--- config.mk ---
export PLATFORM = sky130hd
export DESIGN_NAME = bnkdec_decoder
export DESIGN_NICKNAME = d
export VERILOG_FILES = /design/src/sv/bnkdec_pkg.sv /design/src/sv/bnkdec_decoder.sv
export SDC_FILE = /design/constraint.sdc
export NUM_CORES = 1
export LEC_CHECK = 0
export ABC_AREA = 0
export BUFFER_PORTS_ARGS = -buffer_cell sky130_fd_sc_hd__buf_4
export CORE_UTILIZATION = 36
export DETAILED_ROUTE_END_ITERATION = 10
export PLACE_DENSITY = 0.84
export SLEW_MARGIN = 40
export SYNTH_ARGS = -nofsm -noshare
export SYNTH_HDL_FRONTEND = slang
export SYNTH_SLANG_ARGS = --single-unit
--- constraint.sdc ---
create_clock -name vclk -period 1.9
set_input_delay 0.38 -clock vclk [all_inputs]
set_output_delay 0.38 -clock vclk [all_outputs]
set_load 0.03 [all_outputs]
--- src/sv/bnkdec_pkg.sv ---
package bnkdec_pkg;

  localparam int WORK_RAM_ADDR_BITS = 13;
  localparam int PAGE_OFFSET_BITS   = 13;
  localparam int BRAM_ADDR_BITS     = 13;
  localparam int CLR_BITS           = (WORK_RAM_ADDR_BITS > BRAM_ADDR_BITS) ?
                                      WORK_RAM_ADDR_BITS : BRAM_ADDR_BITS;

  localparam int LA_W    = 16;
  localparam int PAGE_W  = 8;
  localparam int SLOT_W  = 3;
  localparam int PA_W    = PAGE_W + PAGE_OFFSET_BITS;
  localparam int DATA_W  = 8;
  localparam int REG_W   = 3;
  localparam int NUM_SLOTS = 8;

  localparam logic [PA_W-1:0] ROM_END    = 21'h100000;
  localparam logic [PA_W-1:0] BRAM_BASE  = 21'h1ee000;
  localparam logic [PA_W-1:0] WRAM_BASE  = 21'h1f0000;
  localparam logic [PA_W-1:0] WRAM_END   = 21'h1f8000;
  localparam logic [PA_W-1:0] VIDEO_BASE = 21'h1fe000;
  localparam logic [PA_W-1:0] COLOR_BASE = 21'h1fe400;
  localparam logic [PA_W-1:0] SOUND_BASE = 21'h1fe800;
  localparam logic [PA_W-1:0] TIMER_BASE = 21'h1fec00;
  localparam logic [PA_W-1:0] JOY_BASE   = 21'h1ff000;
  localparam logic [PA_W-1:0] IRQ_BASE   = 21'h1ff400;
  localparam logic [PA_W-1:0] IRQ_END    = 21'h1ff800;

  localparam logic [DATA_W-1:0] OPEN_BUS = 8'hff;
  localparam logic [PAGE_W-1:0] PAGE_RESET     = 8'hff;
  localparam logic [PAGE_W-1:0] PAGE_RESET_TOP = 8'h00;

  typedef enum logic [1:0] {
    MODE_READ  = 2'd0,
    MODE_WRITE = 2'd1,
    MODE_PAGE  = 2'd2,
    MODE_NOP   = 2'd3
  } mode_e;

  typedef enum logic [3:0] {
    TGT_LOCAL  = 4'd0,
    TGT_ROM    = 4'd1,
    TGT_VIDEO  = 4'd2,
    TGT_COLOR  = 4'd3,
    TGT_TIMER  = 4'd4,
    TGT_JOYPAD = 4'd5,
    TGT_IRQ    = 4'd6
  } tgt_e;

  typedef enum logic [1:0] {
    RSEL_CONST = 2'd0,
    RSEL_WRAM  = 2'd1,
    RSEL_BRAM  = 2'd2
  } rsel_e;

  typedef struct packed {
    logic [DATA_W-1:0] read_data;
    rsel_e             rsel;
    tgt_e              target;
    logic [PA_W-1:0]   pa;
    logic [REG_W-1:0]  dev_reg;
    logic [DATA_W-1:0] fwd_data;
    logic              fwd_wr;
    logic              wram_wr;
    logic              bram_wr;
  } dec_t;

  typedef struct packed {
    logic [DATA_W-1:0] read_data;
    tgt_e              target;
    logic [PA_W-1:0]   pa;
    logic [REG_W-1:0]  dev_reg;
    logic [DATA_W-1:0] fwd_data;
    logic              fwd_wr;
  } res_t;

endpackage

--- src/sv/bnkdec_decoder.sv ---
module bnkdec_decoder import bnkdec_pkg::*; (
  input  logic [1:0]        mode_i,
  input  logic [LA_W-1:0]   logical_address_i,
  input  logic [DATA_W-1:0] write_data_i,
  input  logic [PAGE_W-1:0] page_i,
  input  logic              bram_en_i,
  output dec_t              dec_o
);

  mode_e           mode;
  logic            wr;
  logic [PA_W-1:0] pa;
  logic [DATA_W-1:0] unmapped;
  logic [DATA_W-1:0] fwd_wd;

  assign mode     = mode_e'(mode_i);
  assign wr       = (mode == MODE_WRITE);
  assign pa       = {page_i, logical_address_i[PAGE_OFFSET_BITS-1:0]};
  assign unmapped = wr ? '0 : OPEN_BUS;
  assign fwd_wd   = wr ? write_data_i : '0;

  always_comb begin
    dec_o = '0;
    unique case (mode) inside
      MODE_READ, MODE_WRITE: begin
        dec_o.pa = pa;
        if (pa < ROM_END) begin
          dec_o.target   = TGT_ROM;
          dec_o.fwd_data = fwd_wd;
          dec_o.fwd_wr   = wr;
        end else if (pa < BRAM_BASE) begin
          dec_o.read_data = unmapped;
        end else if (pa < WRAM_BASE) begin
          if (!bram_en_i) begin
            dec_o.read_data = unmapped;
          end else if (wr) begin
            dec_o.bram_wr = 1'b1;
          end else begin
            dec_o.rsel = RSEL_BRAM;
          end
        end else if (pa < WRAM_END) begin
          if (wr) begin
            dec_o.wram_wr = 1'b1;
          end else begin
            dec_o.rsel = RSEL_WRAM;
          end
        end else if (pa < VIDEO_BASE) begin
          dec_o.read_data = unmapped;
        end else if (pa < COLOR_BASE) begin
          // Video register 1 is answered locally with zero.
          if (pa[1:0] != 2'd1) begin
            dec_o.target   = TGT_VIDEO;
            dec_o.dev_reg  = {1'b0, pa[1:0]};
            dec_o.fwd_data = fwd_wd;
            dec_o.fwd_wr   = wr;
          end
        end else if (pa < SOUND_BASE) begin
          if (wr ? (pa[2:0] == 3'd0 || (pa[2:0] >= 3'd2 && pa[2:0] <= 3'd5))
                 : (pa[2:0] == 3'd4 || pa[2:0] == 3'd5)) begin
            dec_o.target   = TGT_COLOR;
            dec_o.dev_reg  = pa[2:0];
            dec_o.fwd_data = fwd_wd;
            dec_o.fwd_wr   = wr;
          end
        end else if (pa < TIMER_BASE) begin
          dec_o.read_data = unmapped;
        end else if (pa < JOY_BASE) begin
          // Timer reads always return the counter register.
          dec_o.target   = TGT_TIMER;
          dec_o.dev_reg  = {2'b00, wr & pa[0]};
          dec_o.fwd_data = fwd_wd;
          dec_o.fwd_wr   = wr;
        end else if (pa < IRQ_BASE) begin
          dec_o.target   = TGT_JOYPAD;
          dec_o.fwd_data = fwd_wd;
          dec_o.fwd_wr   = wr;
        end else if (pa < IRQ_END) begin
          if (pa[1]) begin
            dec_o.target   = TGT_IRQ;
            dec_o.dev_reg  = {1'b0, pa[1:0]};
            dec_o.fwd_data = fwd_wd;
            dec_o.fwd_wr   = wr;
          end
        end else begin
          dec_o.read_data = unmapped;
        end
      end
      MODE_PAGE, MODE_NOP: begin
        dec_o = '0;
      end
      default: begin
        dec_o = '0;
      end
    endcase
  end

endmodule

==> results of run 1 <==
[cells in the mapped netlist, drive strengths merged (2+ instances only)]
| library cell | count |
|---|---|
| nor2b | 19 |
| buf | 12 |
| nor2 | 12 |
| a211oi | 11 |
| nand2 | 11 |
| inv | 5 |
| nor3 | 5 |
| a311oi | 4 |
| nand4 | 4 |
| a21oi | 3 |
| clkbuf | 2 |
| nand3 | 2 |
| nand3b | 2 |
| nand4bb | 2 |
| o21ai | 2 |
[logic make-up after synthesis]
| logic type | share of synthesized area [%] |
|---|---|
| other | 0.4913 |
| and+or+nand+nor | 49.51 |
| buffers and inverters | 14.26 |
| AOI/OAI and AO/OA | 35.74 |
[what timing repair did]
item / in CTS
setup endpoints to repair: 22
gates cloned: 1
resized for setup: 37
setup buffers: 9
pin swaps: 22
[metrics by stage]
step	TNS [ns]	hold slack, ns	instances	util (%)
floorplan	-1.009	0.8020	110	-
global placement	-3.817	1.062	237	84.22
detailed placement	-4.657	1.068	237	84.22
CTS	-1.266	1.034	245	94.82
==> run_results.csv, run 1 <==
group,metric,value,unit
place,place_area,1669,sq um
logic_synthesis,yosys.area.top_type,"nor2b_1",
logic_synthesis,syn_area,763.2,sq um
place,portBuffers,80,
run_status,failed_stage,"global routing",
global_routing,grt_start_max_net_pins,11,
place,pre_cts_ws,-0.3553,ns
place,dp_hpwl,2.728,mm
logic_synthesis,synth_top_area_share,15.57,%
die,die_w,48.05,um
run_status,error,"[ERROR DPL-0038] Utilization greater than 100%, impossible to legalize",
logic_synthesis,syn_inst,110,
place,gp_congestion,0.9229,
timing,worstEndpointType,"primary output",
die,rows,16,
clock_tree,hold_buffers,0,
die,ios,84,
logic_synthesis,ys_types,35,
logic_synthesis,ys_warn_count,0,
run_status,outcome,"stopped before the end",
logic_synthesis,postSynthAreaPerCell,6.938,sq um
die,start_util,38.51,%
logic_synthesis,ys_seq_area_share,0,%
logic_synthesis,synthesis.nets,145,
die,die_h,48.05,um
logic_synthesis,synth.area.top_cells,"nor2b_1, a211oi_2, buf_4",
timing,repair-timing-grt-worst-ep,"dec_o[8]",
==> inputs of run 2 (changes only) <==
--- a/config.mk
+++ b/config.mk
@@ -7,9 +7,10 @@
 export LEC_CHECK = 0
 export ABC_AREA = 0
 export BUFFER_PORTS_ARGS = -buffer_cell sky130_fd_sc_hd__buf_4
-export CORE_UTILIZATION = 36
+export CORE_AREA = 2 2 63 65
 export DETAILED_ROUTE_END_ITERATION = 10
-export PLACE_DENSITY = 0.84
+export DIE_AREA = 0 0 65 67
+export PLACE_DENSITY_LB_ADDON = 0.15
 export SLEW_MARGIN = 40
 export SYNTH_ARGS = -nofsm -noshare
 export SYNTH_HDL_FRONTEND = slang
==> run 2 against run 1 <==
- the flow now finishes, with violations (setup timing)
- area after synthesis unchanged
- synthesized cell count unchanged
==> run_results.csv, run 2 <==
group,metric,value,unit
global_routing,overflow,0,
run_status,failed_checks,"setup timing",
logic_synthesis,yosys.area.top_type,"nor2b_1",
logic_synthesis,yosysMostFrequentCell,"nor2b_1",
timing,setup_ws,-0.1028,ns
routing,ant_nets,0,
global_routing,antenna_found_initial,0,
final_layout,synthToLayoutAreaGrowth,151.1,%
final_layout,layout_common_cells,"buf_4, buf_6, nor2b_1",
timing,fin_crit,2.003,ns
die,rows,22,
die,die_h,67,um
power,power_density,221.1,nW/um^2
place,gp_congestion,0.9459,
routing,drt-total-wl,3.631,mm
logic_synthesis,syn_inst,110,
final_layout,seq_area,0,sq um
worst_setup_path,critPathArrivalTime,1.62,ns
global_routing,track_usage,16.34,%
worst_setup_path,cp-start-kind,"input port",
final_layout,drive_gt1_share,75.81,%
power,power_frac_comb,100.0,%
worst_setup_path,slowest_stage,"or2_4",
clock_tree,hold_buffers,0,
run_status,outcome,"complete, but fails checks",
logic_synthesis,ys_types,35,
global_routing,grt_pass1_wl,5.740,mm
logic_synthesis,synth_top_area_share,15.57,%
power,p_int,200.9,uW
final_layout,final_common_cell,"buf_4",
hold_path,min_path_cells,3,
die,start_util,21.17,%
job,cap_violations,0,
place,pre_cts_ws,-0.3893,ns
routing,wl_per_cell,13.81,um
worst_setup_path,critPathKind,"input port to output pin",
power,ir_worst_vdd,0.1039,mV
worst_setup_path,max_stage_delay,0.29,ns
die,die_w,65,um
timing,hold_viol,0,
logic_synthesis,synthesis.nets,145,
timing,period_share,105.4,%
worst_setup_path,critPathBufInv,3,
logic_synthesis,ys_warn_count,0,
hold_path,hold_class,"input port to output pin",
routing,drt-pass1-iter-count,4,
routing,drtIter0Drc,21,
power,seqPwrFrac,0,%
timing,hold_ws,1.109,ns
place,dp_hpwl,2.968,mm
worst_setup_path,path_cells,"buf_4 -> buf_4 -> or2_4 -> a21oi_1 -> o21ai_2 -> a311oi_4 -> buf_6",
routing,num_vias,1233,
global_routing,grt_pass1_vias,1282,
timing,rsz0062_at_grt,"yes",
worst_setup_path,cp_num_cells,7,
routing,drc,0,
die,ios,84,
logic_synthesis,ys_seq_area_share,0,%
final_layout,seq_cells,0,
power,swShare,52.60,%
power,p_leak,0.8599,nW
timing,max_freq,499.3,MHz
final_layout,num-clock-buffers,0,
power,total_power,423.9,uW
timing,setup_viol,20,
die,core_area,3606,sq um
worst_setup_path,crit_top_cell,"buf_4",
logic_synthesis,synth.area.top_cells,"nor2b_1, a211oi_2, buf_4",
final_layout,nets,252,
timing,maxSlewViolCount,0,
logic_synthesis,synthTopCellsByCount,"nor2b_1, nor2_1, nand2_1",
place,portBuffers,80,
worst_setup_path,cp_top_family,"compound AO/OA/AOI/OAI gates",
power,power_switching,223.0,uW
die,die_area,4355,sq um
worst_setup_path,cp_max_fo,10,
global_routing,grt_start_max_net_pins,11,
power,clkPwrFrac,0,%
logic_synthesis,syn_area,763.2,sq um
worst_setup_path,required,1.52,ns
final_layout,antenna_cells,0,
worst_setup_path,end_kind,"output pin",
routing,vias_per_cell,4.688,
logic_synthesis,postSynthAreaPerCell,6.938,sq um
## run 2: cell counts after synthesis
No cell type changed its count.
## run 2: timing repair
| action | in CTS | in global routing |
|---|---|---|
| setup endpoints to repair | 22 | 21 |
| resized for setup | 45 | 2 |
| pin swaps | 23 | 1 |
| setup buffers | 4 | 1 |
| cloned | 1 | 0 |
## run 2: through the flow
stage / area (sq um) / utilization [%] / setup TNS (ns) / instances
global route: 1917 / 53.16 / -2.025 / 263
CTS: 1902 / 52.74 / -1.425 / 262
floorplan: 870.8 / - / -1.009 / 110
finish: 1917 / 53.16 / -1.112 / 263
global placement: 1703 / 47.22 / -3.954 / 259
detailed placement: 1703 / 47.22 / -5.026 / 259
## run 2: power groups by stage
stage	logic, mW	registers, mW	clock network (mW)
global route	0.448	0	0
CTS	0.422	0	0
detailed placement	0.380	0	0
finish	0.424	0	0
floorplan	0.194	0	0
global placement	0.373	0	0
## run 2: path summary, 6_finish.rpt
| check | end | startpoint |
|---|---|---|
| worst max-delay path | dec_o[11] | logical_address_i[12] |
| worst min-delay path | dec_o[20] | logical_address_i[6] |
## run 2: routing by layer
layer  global-route usage [%]  routed length (um)
met3                    1.520                 227
met2                    32.47                1878
met5                        0                   0
met1                    19.22                1510
met4                    1.862                  15
## run 2: cell families after synthesis
| family | count (synthesis) | share of synthesized area (%) |
|---|---|---|
| and+or+nand+nor | 64 | 49.51 |
| AOI/OAI and AO/OA | 26 | 35.74 |
| buffers and inverters | 19 | 14.26 |
| other | 1 | 0.4913 |
## run 2: cell type report
type	instances	area [sq um]
fill	359	1689
timing repair buffer	118	984.7
multi-input combinational	92	853.3
tap	48	60.06
inverter	5	18.77
Note: power is estimated with default switching activity, not from simulation.
